==> config.mk <==
export PLATFORM = sky130hd
export DESIGN_NAME = rgb565_box_downsample_flat
export DESIGN_NICKNAME = d
export VERILOG_FILES = /design/src/design/rgbbd_pkg.sv /design/src/design/rgbbd_pix_if.sv /design/src/design/rgbbd_avg_if.sv /design/src/design/rgb565_box_downsample.sv /design/src/design/rgbbd_front.sv /design/src/design/rgbbd_queue.sv /design/src/design/rgbbd_back.sv /design/src/flat_wrapper.sv
export SDC_FILE = /design/constraint.sdc
export NUM_CORES = 1
export LEC_CHECK = 0
export BUFFER_PORTS_ARGS = -buffer_cell sky130_fd_sc_hd__buf_2
export CAP_MARGIN = 25
export CORE_ASPECT_RATIO = 0.6
export CORE_MARGIN = 4
export CORE_UTILIZATION = 62
export DETAILED_ROUTE_END_ITERATION = 6
export GPL_TIMING_DRIVEN = 0
export PLACE_DENSITY_LB_ADDON = 0.05
export SYNTH_ARGS = -nofsm -noshare
export SYNTH_HDL_FRONTEND = slang
export SYNTH_SLANG_ARGS = --single-unit
==> constraint.sdc <==
create_clock -name clk -period 5.4 [get_ports clk]
set_input_delay 0.54 -clock clk [delete_from_list [all_inputs] [get_ports clk]]
set_output_delay 0.54 -clock clk [all_outputs]
set_load 0.02 [all_outputs]
==> src/design/rgbbd_pkg.sv <==
`timescale 1ns / 1ps

package rgbbd_pkg;

	localparam int FRAME_WIDTH  = 64;
	localparam int FRAME_HEIGHT = 64;
	localparam int BLOCK_SIDE   = 4;

	localparam int OUT_COLS   = FRAME_WIDTH / BLOCK_SIDE;
	localparam int OUT_ROWS   = FRAME_HEIGHT / BLOCK_SIDE;
	localparam int BLOCK_AREA = BLOCK_SIDE * BLOCK_SIDE;
	localparam int COLS_USED  = OUT_COLS * BLOCK_SIDE;
	localparam int ROWS_USED  = OUT_ROWS * BLOCK_SIDE;

	localparam int COL_W = $clog2(FRAME_WIDTH);
	localparam int ROW_W = $clog2(FRAME_HEIGHT);
	localparam int DX_W  = $clog2(BLOCK_SIDE);
	localparam int BX_W  = (OUT_COLS > 1) ? $clog2(OUT_COLS) : 1;
	localparam int BY_W  = (OUT_ROWS > 1) ? $clog2(OUT_ROWS) : 1;

	localparam int PIX_W  = 16;
	localparam int RED_W  = 5;
	localparam int GRN_W  = 6;
	localparam int BLU_W  = 5;
	localparam int RED_LSB = 11;
	localparam int GRN_LSB = 5;

	localparam int AREA_LOG = $clog2(BLOCK_AREA);
	localparam int SUMR_W   = RED_W + AREA_LOG;
	localparam int SUMG_W   = GRN_W + AREA_LOG;
	localparam int SUMB_W   = BLU_W + AREA_LOG;

	// Exact division by the block area: multiply by a rounded-up reciprocal.
	localparam int DIV_SHIFT = SUMG_W + AREA_LOG;
	localparam int RECIP_W   = SUMG_W + 1;
	localparam int RECIP     = ((2 ** DIV_SHIFT) + BLOCK_AREA - 1) / BLOCK_AREA;

	localparam int QUEUE_DEPTH = 4;
	localparam int QPTR_W      = $clog2(QUEUE_DEPTH);
	localparam int QCNT_W      = $clog2(QUEUE_DEPTH + 1);

	typedef struct packed {
		logic [BX_W-1:0]  bx;
		logic             first;
		logic             last;
		logic             frame_last;
		logic [PIX_W-1:0] pixel;
	} op_t;

	typedef struct packed {
		logic [SUMR_W-1:0] red;
		logic [SUMG_W-1:0] grn;
		logic [SUMB_W-1:0] blu;
	} sums_t;

	function automatic logic [GRN_W-1:0] avg_of(input logic [SUMG_W-1:0] s);
		logic [SUMG_W+RECIP_W-1:0] prod;
		prod = SUMG_W'(s) * RECIP_W'(RECIP);
		return prod[DIV_SHIFT +: GRN_W];
	endfunction

endpackage

==> src/design/rgbbd_pix_if.sv <==
`timescale 1ns / 1ps

interface rgbbd_pix_if;
	logic                        valid;
	logic                        ready;
	logic [rgbbd_pkg::PIX_W-1:0] pixel_in;

	modport source (output valid, output pixel_in, input ready);
	modport sink (input valid, input pixel_in, output ready);
endinterface

==> src/design/rgbbd_avg_if.sv <==
`timescale 1ns / 1ps

interface rgbbd_avg_if;
	logic                        valid;
	logic                        ready;
	logic [rgbbd_pkg::PIX_W-1:0] avg_pixel;
	logic                        frame_last;

	modport source (output valid, output avg_pixel, output frame_last, input ready);
	modport sink (input valid, input avg_pixel, input frame_last, output ready);
endinterface

==> src/design/rgb565_box_downsample.sv <==
`timescale 1ns / 1ps

// RGB565 box-filter downsampler.
// The pix channel takes RGB565 pixels of a FRAME_WIDTH x FRAME_HEIGHT frame in
// raster order, one transfer per pixel. The avg channel delivers one RGB565
// pixel per BLOCK_SIDE x BLOCK_SIDE block, the truncated mean of each color
// channel, in raster order of the output grid; frame_last marks the frame's
// final block. Columns and rows beyond the last full block are taken and ignored.
// Throughput is one pixel per cycle while the queue has room, set by the
// read-add-write of the per-column sum registers in the back end.
// After a block's last pixel is taken, its op passes through the four-entry op
// queue; the back end takes it once the output register is free or being read,
// and loads the result into the output register, which drives avg.valid.
// Reset returns the frame position to the first pixel and empties the queue
// and the output register; the sum registers need no clearing because each
// block's first pixel overwrites its entry.
// When the receiver stalls, the result waits in the output register while
// pixels keep flowing until the queue holds a block's last pixel at its head;
// the queue then fills and pix.ready drops.

module rgb565_box_downsample (
	input  logic        clk,
	input  logic        arst_n,
	rgbbd_pix_if.sink   pix,
	rgbbd_avg_if.source avg
);

	logic           q_push;
	logic           q_ready;
	rgbbd_pkg::op_t q_in_op;
	logic           op_valid;
	logic           op_ready;
	rgbbd_pkg::op_t op;

	rgbbd_front u_front (
		.clk     (clk),
		.arst_n  (arst_n),
		.pix     (pix),
		.q_ready (q_ready),
		.q_push  (q_push),
		.q_op    (q_in_op)
	);

	rgbbd_queue u_queue (
		.clk        (clk),
		.arst_n     (arst_n),
		.push       (q_push),
		.push_op    (q_in_op),
		.push_ready (q_ready),
		.pop_valid  (op_valid),
		.pop_op     (op),
		.pop        (op_ready)
	);

	rgbbd_back u_back (
		.clk      (clk),
		.arst_n   (arst_n),
		.op_valid (op_valid),
		.op       (op),
		.op_ready (op_ready),
		.avg      (avg)
	);

endmodule

==> src/design/rgbbd_front.sv <==
`timescale 1ns / 1ps

module rgbbd_front (
	input  logic              clk,
	input  logic              arst_n,
	rgbbd_pix_if.sink         pix,
	input  logic              q_ready,
	output logic              q_push,
	output rgbbd_pkg::op_t    q_op
);

	logic [rgbbd_pkg::COL_W-1:0] col_q;
	logic [rgbbd_pkg::ROW_W-1:0] row_q;
	logic [rgbbd_pkg::DX_W-1:0]  dx_q;
	logic [rgbbd_pkg::DX_W-1:0]  dy_q;
	logic [rgbbd_pkg::BX_W-1:0]  bx_q;
	logic [rgbbd_pkg::BY_W-1:0]  by_q;
	logic                        take;
	logic                        in_range;
	logic                        dx_end;
	logic                        dy_end;
	logic                        col_end;
	logic                        row_end;

	assign pix.ready = q_ready;
	assign take      = pix.valid && q_ready;

	assign dx_end  = dx_q == rgbbd_pkg::DX_W'(rgbbd_pkg::BLOCK_SIDE - 1);
	assign dy_end  = dy_q == rgbbd_pkg::DX_W'(rgbbd_pkg::BLOCK_SIDE - 1);
	assign col_end = col_q == rgbbd_pkg::COL_W'(rgbbd_pkg::FRAME_WIDTH - 1);
	assign row_end = row_q == rgbbd_pkg::ROW_W'(rgbbd_pkg::FRAME_HEIGHT - 1);

	assign in_range = ({1'b0, col_q} < (rgbbd_pkg::COL_W + 1)'(rgbbd_pkg::COLS_USED))
		&& ({1'b0, row_q} < (rgbbd_pkg::ROW_W + 1)'(rgbbd_pkg::ROWS_USED));

	assign q_push           = take && in_range;
	assign q_op.bx          = bx_q;
	assign q_op.first       = (dx_q == '0) && (dy_q == '0);
	assign q_op.last        = dx_end && dy_end;
	assign q_op.frame_last  = dx_end && dy_end
		&& (bx_q == rgbbd_pkg::BX_W'(rgbbd_pkg::OUT_COLS - 1))
		&& (by_q == rgbbd_pkg::BY_W'(rgbbd_pkg::OUT_ROWS - 1));
	assign q_op.pixel       = pix.pixel_in;

	always_ff @(posedge clk or negedge arst_n) begin
		if (!arst_n) begin
			col_q <= '0;
			row_q <= '0;
			dx_q  <= '0;
			dy_q  <= '0;
			bx_q  <= '0;
			by_q  <= '0;
		end else if (take) begin
			if (col_end) begin
				col_q <= '0;
				dx_q  <= '0;
				bx_q  <= '0;
				if (row_end) begin
					row_q <= '0;
					dy_q  <= '0;
					by_q  <= '0;
				end else begin
					row_q <= row_q + 1'b1;
					dy_q  <= dy_end ? '0 : dy_q + 1'b1;
					if (dy_end && by_q != rgbbd_pkg::BY_W'(rgbbd_pkg::OUT_ROWS - 1)) begin
						by_q <= by_q + 1'b1;
					end
				end
			end else begin
				col_q <= col_q + 1'b1;
				dx_q  <= dx_end ? '0 : dx_q + 1'b1;
				if (dx_end && bx_q != rgbbd_pkg::BX_W'(rgbbd_pkg::OUT_COLS - 1)) begin
					bx_q <= bx_q + 1'b1;
				end
			end
		end
	end

endmodule

==> src/design/rgbbd_queue.sv <==
`timescale 1ns / 1ps

module rgbbd_queue (
	input  logic           clk,
	input  logic           arst_n,
	input  logic           push,
	input  rgbbd_pkg::op_t push_op,
	output logic           push_ready,
	output logic           pop_valid,
	output rgbbd_pkg::op_t pop_op,
	input  logic           pop
);

	rgbbd_pkg::op_t                entries_q [rgbbd_pkg::QUEUE_DEPTH];
	logic [rgbbd_pkg::QPTR_W-1:0]  wptr_q;
	logic [rgbbd_pkg::QPTR_W-1:0]  rptr_q;
	logic [rgbbd_pkg::QCNT_W-1:0]  count_q;
	logic                          do_pop;

	assign push_ready = count_q != rgbbd_pkg::QCNT_W'(rgbbd_pkg::QUEUE_DEPTH);
	assign pop_valid  = count_q != '0;
	assign pop_op     = entries_q[rptr_q];
	assign do_pop     = pop && pop_valid;

	always_ff @(posedge clk) begin
		if (push) begin
			entries_q[wptr_q] <= push_op;
		end
	end

	always_ff @(posedge clk or negedge arst_n) begin
		if (!arst_n) begin
			wptr_q  <= '0;
			rptr_q  <= '0;
			count_q <= '0;
		end else begin
			if (push) begin
				wptr_q <= wptr_q + 1'b1;
			end
			if (do_pop) begin
				rptr_q <= rptr_q + 1'b1;
			end
			if (push && !do_pop) begin
				count_q <= count_q + 1'b1;
			end else if (!push && do_pop) begin
				count_q <= count_q - 1'b1;
			end
		end
	end

`ifndef SYNTHESIS
	a_no_overflow: assert property (@(posedge clk) disable iff (!arst_n)
		push |-> push_ready)
		else $error("queue written while full");

	a_count_bound: assert property (@(posedge clk) disable iff (!arst_n)
		count_q <= rgbbd_pkg::QCNT_W'(rgbbd_pkg::QUEUE_DEPTH))
		else $error("queue count out of range");

	a_count_up: assert property (@(posedge clk) disable iff (!arst_n)
		(push && !do_pop) |=> (count_q == $past(count_q) + 1'b1))
		else $error("queue count did not advance on push");
`endif

endmodule

==> src/design/rgbbd_back.sv <==
`timescale 1ns / 1ps

module rgbbd_back (
	input  logic           clk,
	input  logic           arst_n,
	input  logic           op_valid,
	input  rgbbd_pkg::op_t op,
	output logic           op_ready,
	rgbbd_avg_if.source    avg
);

	rgbbd_pkg::sums_t            sums_q [rgbbd_pkg::OUT_COLS];
	rgbbd_pkg::sums_t            rd_sums;
	rgbbd_pkg::sums_t            new_sums;
	logic                        fire;
	logic                        out_valid_q;
	logic [rgbbd_pkg::PIX_W-1:0] avg_pixel_q;
	logic                        frame_last_q;
	logic [rgbbd_pkg::RED_W-1:0] px_red;
	logic [rgbbd_pkg::GRN_W-1:0] px_grn;
	logic [rgbbd_pkg::BLU_W-1:0] px_blu;
	logic [rgbbd_pkg::GRN_W-1:0] avg_red;
	logic [rgbbd_pkg::GRN_W-1:0] avg_grn;
	logic [rgbbd_pkg::GRN_W-1:0] avg_blu;

	assign px_red = op.pixel[rgbbd_pkg::RED_LSB +: rgbbd_pkg::RED_W];
	assign px_grn = op.pixel[rgbbd_pkg::GRN_LSB +: rgbbd_pkg::GRN_W];
	assign px_blu = op.pixel[0 +: rgbbd_pkg::BLU_W];

	assign op_ready = !op.last || !out_valid_q || avg.ready;
	assign fire     = op_valid && op_ready;
	assign rd_sums  = sums_q[op.bx];

	always_comb begin
		if (op.first) begin
			new_sums.red = rgbbd_pkg::SUMR_W'(px_red);
			new_sums.grn = rgbbd_pkg::SUMG_W'(px_grn);
			new_sums.blu = rgbbd_pkg::SUMB_W'(px_blu);
		end else begin
			new_sums.red = rd_sums.red + rgbbd_pkg::SUMR_W'(px_red);
			new_sums.grn = rd_sums.grn + rgbbd_pkg::SUMG_W'(px_grn);
			new_sums.blu = rd_sums.blu + rgbbd_pkg::SUMB_W'(px_blu);
		end
	end

	assign avg_red = rgbbd_pkg::avg_of(rgbbd_pkg::SUMG_W'(new_sums.red));
	assign avg_grn = rgbbd_pkg::avg_of(new_sums.grn);
	assign avg_blu = rgbbd_pkg::avg_of(rgbbd_pkg::SUMG_W'(new_sums.blu));

	always_ff @(posedge clk) begin
		if (fire) begin
			sums_q[op.bx] <= new_sums;
		end
		if (fire && op.last) begin
			avg_pixel_q  <= {avg_red[rgbbd_pkg::RED_W-1:0], avg_grn,
				avg_blu[rgbbd_pkg::BLU_W-1:0]};
			frame_last_q <= op.frame_last;
		end
	end

	always_ff @(posedge clk or negedge arst_n) begin
		if (!arst_n) begin
			out_valid_q <= 1'b0;
		end else if (fire && op.last) begin
			out_valid_q <= 1'b1;
		end else if (avg.ready) begin
			out_valid_q <= 1'b0;
		end
	end

	assign avg.valid      = out_valid_q;
	assign avg.avg_pixel  = avg_pixel_q;
	assign avg.frame_last = frame_last_q;

`ifndef SYNTHESIS
	a_emit_after_last: assert property (@(posedge clk) disable iff (!arst_n)
		(fire && op.last) |=> out_valid_q)
		else $error("block end did not produce a result");

	a_no_overwrite: assert property (@(posedge clk) disable iff (!arst_n)
		(out_valid_q && !avg.ready) |=> (out_valid_q && $stable(avg_pixel_q)))
		else $error("pending result overwritten");
`endif

endmodule

==> src/flat_wrapper.sv <==
// flat-port wrapper written by rule: the top's interface ports become plain ports
module rgb565_box_downsample_flat 
  (clk, arst_n, pix_valid, pix_pixel_in, pix_ready, avg_valid, avg_avg_pixel, avg_frame_last, avg_ready);
  rgbbd_pix_if pix_i ();
  rgbbd_avg_if avg_i ();
  input  logic clk;
  input  logic arst_n;
  input wire logic [$bits(pix_i.valid)-1:0] pix_valid;
  input wire logic [$bits(pix_i.pixel_in)-1:0] pix_pixel_in;
  output wire logic [$bits(pix_i.ready)-1:0] pix_ready;
  output wire logic [$bits(avg_i.valid)-1:0] avg_valid;
  output wire logic [$bits(avg_i.avg_pixel)-1:0] avg_avg_pixel;
  output wire logic [$bits(avg_i.frame_last)-1:0] avg_frame_last;
  input wire logic [$bits(avg_i.ready)-1:0] avg_ready;
  assign pix_i.valid = pix_valid;
  assign pix_i.pixel_in = pix_pixel_in;
  assign pix_ready = pix_i.ready;
  assign avg_valid = avg_i.valid;
  assign avg_avg_pixel = avg_i.avg_pixel;
  assign avg_frame_last = avg_i.frame_last;
  assign avg_i.ready = avg_ready;
  rgb565_box_downsample u_core (.clk(clk), .arst_n(arst_n), .pix(pix_i), .avg(avg_i));
endmodule
Word-level counts from Yosys, hierarchy flattened
Memories as Yosys holds them, arrays and structs flattened. Cells that the tools add are included.

Multiplexer cells: 19. Reduce and logical (&&, ||, !) cells: 27. $add $sub $neg: 13. Equality and inequality tests: 9.

Operators by type and width (number): 28-bit two-way mux (1); 9-bit by 5-bit adder with 9-bit output (2); 4-bit two-way mux (4); 6-bit by 1-bit adder with 6-bit output (second input constant) (2); 6-bit equality test (second input constant) (2); 6-bit two-way mux (2); 1-bit logical AND (11); 10-bit by 6-bit adder with 10-bit output (1); 2-bit by 1-bit adder with 2-bit output (second input constant) (4); 4-bit by 1-bit adder with 4-bit output (second input constant) (2); 4-bit equality test (second input constant) (2); 2-bit two-way mux (4); 4-bit != test (second input constant) (2); 2-bit nonzero test (4); 1-bit two-way mux (6); 3-bit two-way mux (2); 2-bit equality test (second input constant) (2); 1-bit zero test (4); 2-bit zero test (2); 2-bit AND reduction (2); 3-bit by 1-bit adder with 3-bit output (second input constant) (1); 3-bit != test (second input constant) (1); 3-bit AND reduction (1); 3-bit nonzero test (1); other kinds (2) (3).

Input bits: 20. Memories kept: 2. Logic and storage cells: 82. Bits in registers: 49. RAM bits: 540.

Memories: u_core.u_back.sums_q (words 16, bits a word 28, read ports 1, clocked after Yosys merged registers in 0, write ports 1, line rgbbd_back.sv:12) `rgbbd_pkg::sums_t sums_q [rgbbd_pkg::OUT_COLS];`; u_core.u_queue.entries_q (words 4, bits a word 23, read ports 1, clocked after Yosys merged registers in 0, write ports 1, line rgbbd_queue.sv:14) `rgbbd_pkg::op_t entries_q [rgbbd_pkg::QUEUE_DEPTH];`.

Depth between registers and ports, before layout
An unclocked memory read counts as a cell.

Depth after elaboration: 8. Depth in mapped cells: 20.

Hierarchy
Synthesis repeated with hierarchy kept, for this count alone.

Cells, all modules: 1131. Area, all modules: 23615.1 um2.

By module, submodules not included: rgbbd_back (cells each 827, area each 18442.7 um2, sequential area each 13988.4 um2, instances 1); rgbbd_queue (cells each 156, area each 3758.6 um2, sequential area each 2937.8 um2, instances 1); rgbbd_front (cells each 148, area each 1413.9 um2, sequential area each 600.6 um2, instances 1).

Least setup slack after synthesis
OpenSTA, ideal clock, no wires.

Path kind: flip-flop to flip-flop. From: reg u_core.u_queue.rptr_q[0] (netlist bit). To: reg u_core.u_back.avg_pixel_q (netlist bit u_core.u_back.avg.avg_pixel[9]) (data pin). Buffers on the path: 5. Stages on the path, launching flop included: 19. Data arrival time: 4412 ps. Required time: 5099 ps. Path slack: 686 ps. Clock period less this slack: 4714 ps. Cells stage by stage: dfrtp_1 buf_6 mux4_2 buf_6 buf_4 buf_2 buf_2 mux4_2 mux2i_1 a21oi_1 ha_1 fa_1 a21oi_1 nor2_1 nor2_1 o21bai_1 a21oi_1 nor3_1 mux2i_1.

Longest elaborated chain between the ends: 4.

RTL lines: from (decl) (line rgbbd_queue.sv:16) `logic [rgbbd_pkg::QPTR_W-1:0] rptr_q;`; from (signal assigned) (line rgbbd_queue.sv:41) `rptr_q <= rptr_q + 1'b1;`; memory 4 x 23 bit *; memory 16 x 28 bit; 10-bit by 6-bit adder with 10-bit output (line rgbbd_back.sv:41) `new_sums.grn = rd_sums.grn + rgbbd_pkg::SUMG_W'(px_grn);`; 28-bit two-way mux * (line rgbbd_back.sv:35) `if (op.first) begin`; net u_core.u_back.avg_grn (one bit) (line rgbbd_back.sv:23) `logic [rgbbd_pkg::GRN_W-1:0] avg_grn;`; to (signal assigned) (line rgbbd_back.sv:55) `avg_pixel_q <= {avg_red[rgbbd_pkg::RED_W-1:0], avg_grn,`; to (decl) (line rgbbd_back.sv:17) `logic [rgbbd_pkg::PIX_W-1:0] avg_pixel_q;`.

Mark *: on every way through the listed nets, which the timed path passes. The rest lies on a longest branch. A chain may end at the register's enable or synchronous reset.

Worst setup path after layout
From: reg u_core.u_queue.rptr_q[0] (netlist bit). To: mem u_core.u_back.sums_q[14][17] (netlist bit) (data pin).

Longest elaborated chain between the ends: 4.

RTL lines (line): memory 4 x 23 bit *; memory 16 x 28 bit; 10-bit by 6-bit adder with 10-bit output (rgbbd_back.sv:41); 28-bit two-way mux * (rgbbd_back.sv:35); net u_core.u_back.avg_grn (one bit) (rgbbd_back.sv:23); to (decl) (rgbbd_back.sv:12).

Marked as above.

==> run_summary.xml <==
<?xml version="1.0" encoding="UTF-8"?>
<metrics>
  <group name="final_layout">
    <metric name="multi_input_comb_area" unit="um^2">6150</metric>
    <metric name="layout-drive-gt1-share" unit="">0.240</metric>
    <metric name="stdcell_area" unit="um^2">27400</metric>
    <metric name="post_layout_nonfiller_instances" unit="">1963</metric>
    <metric name="insertedDiodeCount" unit="">0</metric>
    <metric name="postLayoutCoreUtil" unit="">0.724</metric>
    <metric name="final_nets" unit="">1463</metric>
    <metric name="nFillCells" unit="">2275</metric>
    <metric name="register_area" unit="um^2">17500</metric>
    <metric name="area_delta_synth_final" unit="%">15.0</metric>
  </group>
  <group name="floorplan">
    <metric name="dieArea" unit="um^2">41800</metric>
    <metric name="rows" unit="">55</metric>
    <metric name="initial_utilization" unit="">0.630</metric>
    <metric name="chip_height" unit="um">160</metric>
    <metric name="placeable_core_region" unit="um^2">37800</metric>
    <metric name="top_level_ports" unit="">39</metric>
    <metric name="dieWidth" unit="um">261</metric>
  </group>
  <group name="place">
    <metric name="dpl.cell_count" unit="">1868</metric>
    <metric name="placement.cell_area" unit="um^2">25400</metric>
    <metric name="gp_congestion" unit="">0.800</metric>
    <metric name="post_place_worst_slack" unit="ns">-0.934</metric>
    <metric name="buffer_ports.inserted" unit="">38</metric>
    <metric name="hpwl_after_detailed_placement" unit="um">35000</metric>
  </group>
  <group name="flow_run">
    <metric name="max-cap-violations" unit="">0</metric>
  </group>
  <group name="critical_path">
    <metric name="count_of_cells_along_the_worst_register_to_register_path" unit="">19</metric>
    <metric name="crit_path_start_kind" unit="">flop</metric>
    <metric name="cp_max_fo" unit="">11</metric>
    <metric name="worst_setup_path_end_kind" unit="">flop</metric>
    <metric name="maximum_cell_stage_delay_along_the_critical_path" unit="ns">0.48</metric>
    <metric name="crit-reg2reg-launch" unit="">u_core.u_queue.rptr_q[0]</metric>
    <metric name="worst_ep_required_time" unit="ns">5.71</metric>
    <metric name="worstPathCellList" unit="">buf_6 &gt; mux4_2 &gt; buf_2 &gt; clkbuf_4 &gt; clkbuf_4 &gt; clkbuf_4 &gt; mux4_2 &gt; mux2i_1 &gt; a21oi_1 &gt; ha_1 &gt; fa_1 &gt; a21oi_1 &gt; nor2_1 &gt; nor2_1 &gt; o21bai_1 &gt; a21oi_2 &gt; nor3_1 &gt; mux2i_2 &gt; buf_4</metric>
    <metric name="crit_path_frequent_cell" unit="">clkbuf_4</metric>
    <metric name="ff2ff_setup_slack" unit="ns">0.20</metric>
    <metric name="critical_path_class" unit="">flop to flop</metric>
    <metric name="arrival" unit="ns">5.51</metric>
    <metric name="timing.critical_path.slowest_stage_cell" unit="">fa_1</metric>
    <metric name="rr_endpoint" unit="">u_core.u_back.sums_q[14][17]</metric>
  </group>
  <group name="drt">
    <metric name="vias_per_cell" unit="">6.43</metric>
    <metric name="routedWlPerCell" unit="um">27.8</metric>
    <metric name="first_iter_violations" unit="">1544</metric>
    <metric name="detailedRoute.firstPassIterationCount" unit="">5</metric>
    <metric name="detailroute.via_count" unit="">12600</metric>
    <metric name="totalWireLength" unit="um">54600</metric>
    <metric name="route.detailed.drc" unit="">0</metric>
    <metric name="final_antenna_net_count" unit="">0</metric>
  </group>
  <group name="logic_synthesis">
    <metric name="postSynthNetCount" unit="">1335</metric>
    <metric name="asyncSetResetFlopFracSynth" unit="">0.0543</metric>
    <metric name="yosys.area.top_type" unit="">edfxtp_1</metric>
    <metric name="synthesis.area" unit="um^2">23800</metric>
    <metric name="yosysTopAreaCellShare" unit="">0.702</metric>
    <metric name="synth.top_cells.by_count" unit="">557 x edfxtp_1, 107 x mux2i_1, 99 x mux4_2</metric>
    <metric name="number_of_flip_flops_and_latches_in_the_synthesized_netlist" unit="">589</metric>
    <metric name="post_synth_edffs" unit="">557</metric>
    <metric name="syn-instance-count" unit="">1282</metric>
    <metric name="netlist-cell-type-count" unit="">54</metric>
    <metric name="synth_top_flop_cell" unit="">edfxtp_1</metric>
    <metric name="yosysSeqAreaShare" unit="">0.735</metric>
    <metric name="synth.area.top_cells" unit="">edfxtp_1 70%, mux4_2 9.4%, mux2i_1 4.5%</metric>
    <metric name="post-synth-top-count-cell" unit="">edfxtp_1</metric>
    <metric name="yosysWarnings" unit="">0</metric>
    <metric name="syn-mean-instance-area" unit="um^2">18.6</metric>
  </group>
  <group name="grt">
    <metric name="grt_antenna_before_repair" unit="">0</metric>
    <metric name="global_route_wire_length_before_repair" unit="um">81300</metric>
    <metric name="maximum_number_of_pins_on_one_net_before_global_route_repair" unit="">33</metric>
    <metric name="gr-usage-all-layers" unit="">0.266</metric>
    <metric name="grt_pass1_vias" unit="">12600</metric>
    <metric name="grt-ovfl-total" unit="">0</metric>
  </group>
  <group name="clock_tree">
    <metric name="tritoncts" unit="">done</metric>
    <metric name="worstSkewPairLatency" unit="ns">0.58</metric>
    <metric name="clk_transition_reported_paths" unit="ns">0.06</metric>
    <metric name="clock_sinks" unit="">589</metric>
    <metric name="cts_buffers" unit="">51</metric>
    <metric name="cts_max_level" unit="">2</metric>
    <metric name="ctsRootBufferMaster" unit="">clkbuf_16</metric>
    <metric name="maximum_root_to_sink_buffer_count" unit="">3</metric>
  </group>
  <group name="sta">
    <metric name="worstMarginPinSlew" unit="ns">1.16</metric>
    <metric name="finalClockSkew" unit="ns">0.0190</metric>
    <metric name="slew_violations" unit="">0</metric>
    <metric name="finalCritPeriodShare" unit="">0.963</metric>
    <metric name="timing.final.hold_violations" unit="">0</metric>
    <metric name="final-setup-viol-count" unit="">0</metric>
    <metric name="post-route-min-period" unit="ns">5.20</metric>
    <metric name="maxSlewHeadroom" unit="">0.227</metric>
    <metric name="timing.fmax" unit="GHz">0.192</metric>
    <metric name="post-route-worst-setup-slack" unit="ns">0.202</metric>
  </group>
  <group name="worst_hold_path">
    <metric name="hp-class" unit="">input pin to async pin</metric>
  </group>
  <group name="outcome">
    <metric name="outcome" unit="">finished clean</metric>
  </group>
</metrics>
## metrics by stage
stage,hold WS (ns),setup TNS [ns]
2_1_floorplan,0.244,0
5_1_grt,0.0861,-0.0494
3_5_place_dp,0.463,-135.42
4_1_cts,0.0430,0
6_report,0.0304,0
3_3_place_gp,0.464,-489.03
## kinds of logic after synthesis
logic type               after synthesis  synth area share
buffers and inverters                 83            0.0172
flip-flops                           589             0.735
multiplexers                         215             0.143
XOR/XNOR                              26           0.00955
AO/OA/AOI/OAI                        126            0.0338
AND/OR/NAND/NOR                      210            0.0429
adder cells (fa/ha/maj)               33            0.0186
## state kept, by name, summed over array words and instances (netlist names), 3 cells and up
register and count:
u_core.u_front.col_q 6, u_core.u_front.by_q 4, u_core.u_back.sums_q 448, u_core.u_queue.count_q 3, u_core.u_front.bx_q 4, u_core.u_queue.entries_q 92
u_core.u_back.avg.avg_pixel 16, u_core.u_front.row_q 6
## worst max-delay path by stage
stage | from | cells after the start | slack [ns] | end
2_1_floorplan | u_core.u_queue.rptr_q[0] | 18 | 0.69 | u_core.u_back.avg.avg_pixel[9]
3_3_place_gp | u_core.u_queue.rptr_q[0] | 16 | -1.19 | u_core.u_back.sums_q[4][13]
3_5_place_dp | u_core.u_queue.rptr_q[0] | 16 | -0.93 | u_core.u_back.sums_q[7][18]
4_1_cts | u_core.u_queue.rptr_q[0] | 20 | 0.01 | u_core.u_back.sums_q[15][27]
5_1_grt | u_core.u_queue.rptr_q[0] | 19 | -0.007 | u_core.u_back.sums_q[14][17]
6_report | u_core.u_queue.rptr_q[0] | 19 | 0.20 | u_core.u_back.sums_q[14][17]
## area by class of cell
cell class | count | area share
clock buffer | 60 | 0.0494
tap | 513 | 0.0234
sequential | 589 | 0.640
clock inverter | 33 | 0.0158
buffer | 57 | 0.0136
timing repair buffer | 77 | 0.0305
inverter | 24 | 0.00329
multi-input combinational | 610 | 0.224
## metal layers
layer  global-route usage  up-vias  share of wire
met5                    0        -              0
met4               0.0575        0          0.016
met2                0.390      658           0.45
met1                0.421     6543           0.43
met3               0.0590       71          0.097
li1                     -     5359              -
## worst max-delay path: cells and delay by family (launching register included)
family                     cells  cell delay, ns
muxes                          4            1.15
adders and majority gates      2            0.76
buffers and inverters          6            1.56
DFF                            1            0.38
and+or+nand+nor                3            0.39
AOI/OAI and AO/OA              4            0.66
## repair_timing
item,4_1_cts,5_1_grt
hold buffers,0,0
pin swaps,0,1
endpoints found under the setup margin,286,225
buffers inserted,2,1
resized for setup,37,21
endpoints found under the hold margin,0,0
## cell usage in the layout (no fill, tap or decap), types with 9 or more instances in the layout
cell	n
edfxtp_1	557
mux2i_1	103
mux4_2	99
nand2_1	75
clkbuf_16	53
buf_2	50
dfrtp_1	32
a21oi_1	31
ha_1	29
nor2b_1	26
nand3_1	26
inv_1	24
buf_4	24
clkbuf_1	23
a211oi_1	20
o21ai_0	20
nor2_4	18
xnor2_1	17
nor2_1	15
clkinv_2	12
buf_12	12
buf_6	11
bufinv_16	11
buf_16	10
mux2_2	9
nand4_1	9
xor2_1	9
Power is left out: the tool's default activity adds up to more than one toggle a clock period on the data nets, which glitch-free logic cannot reach.
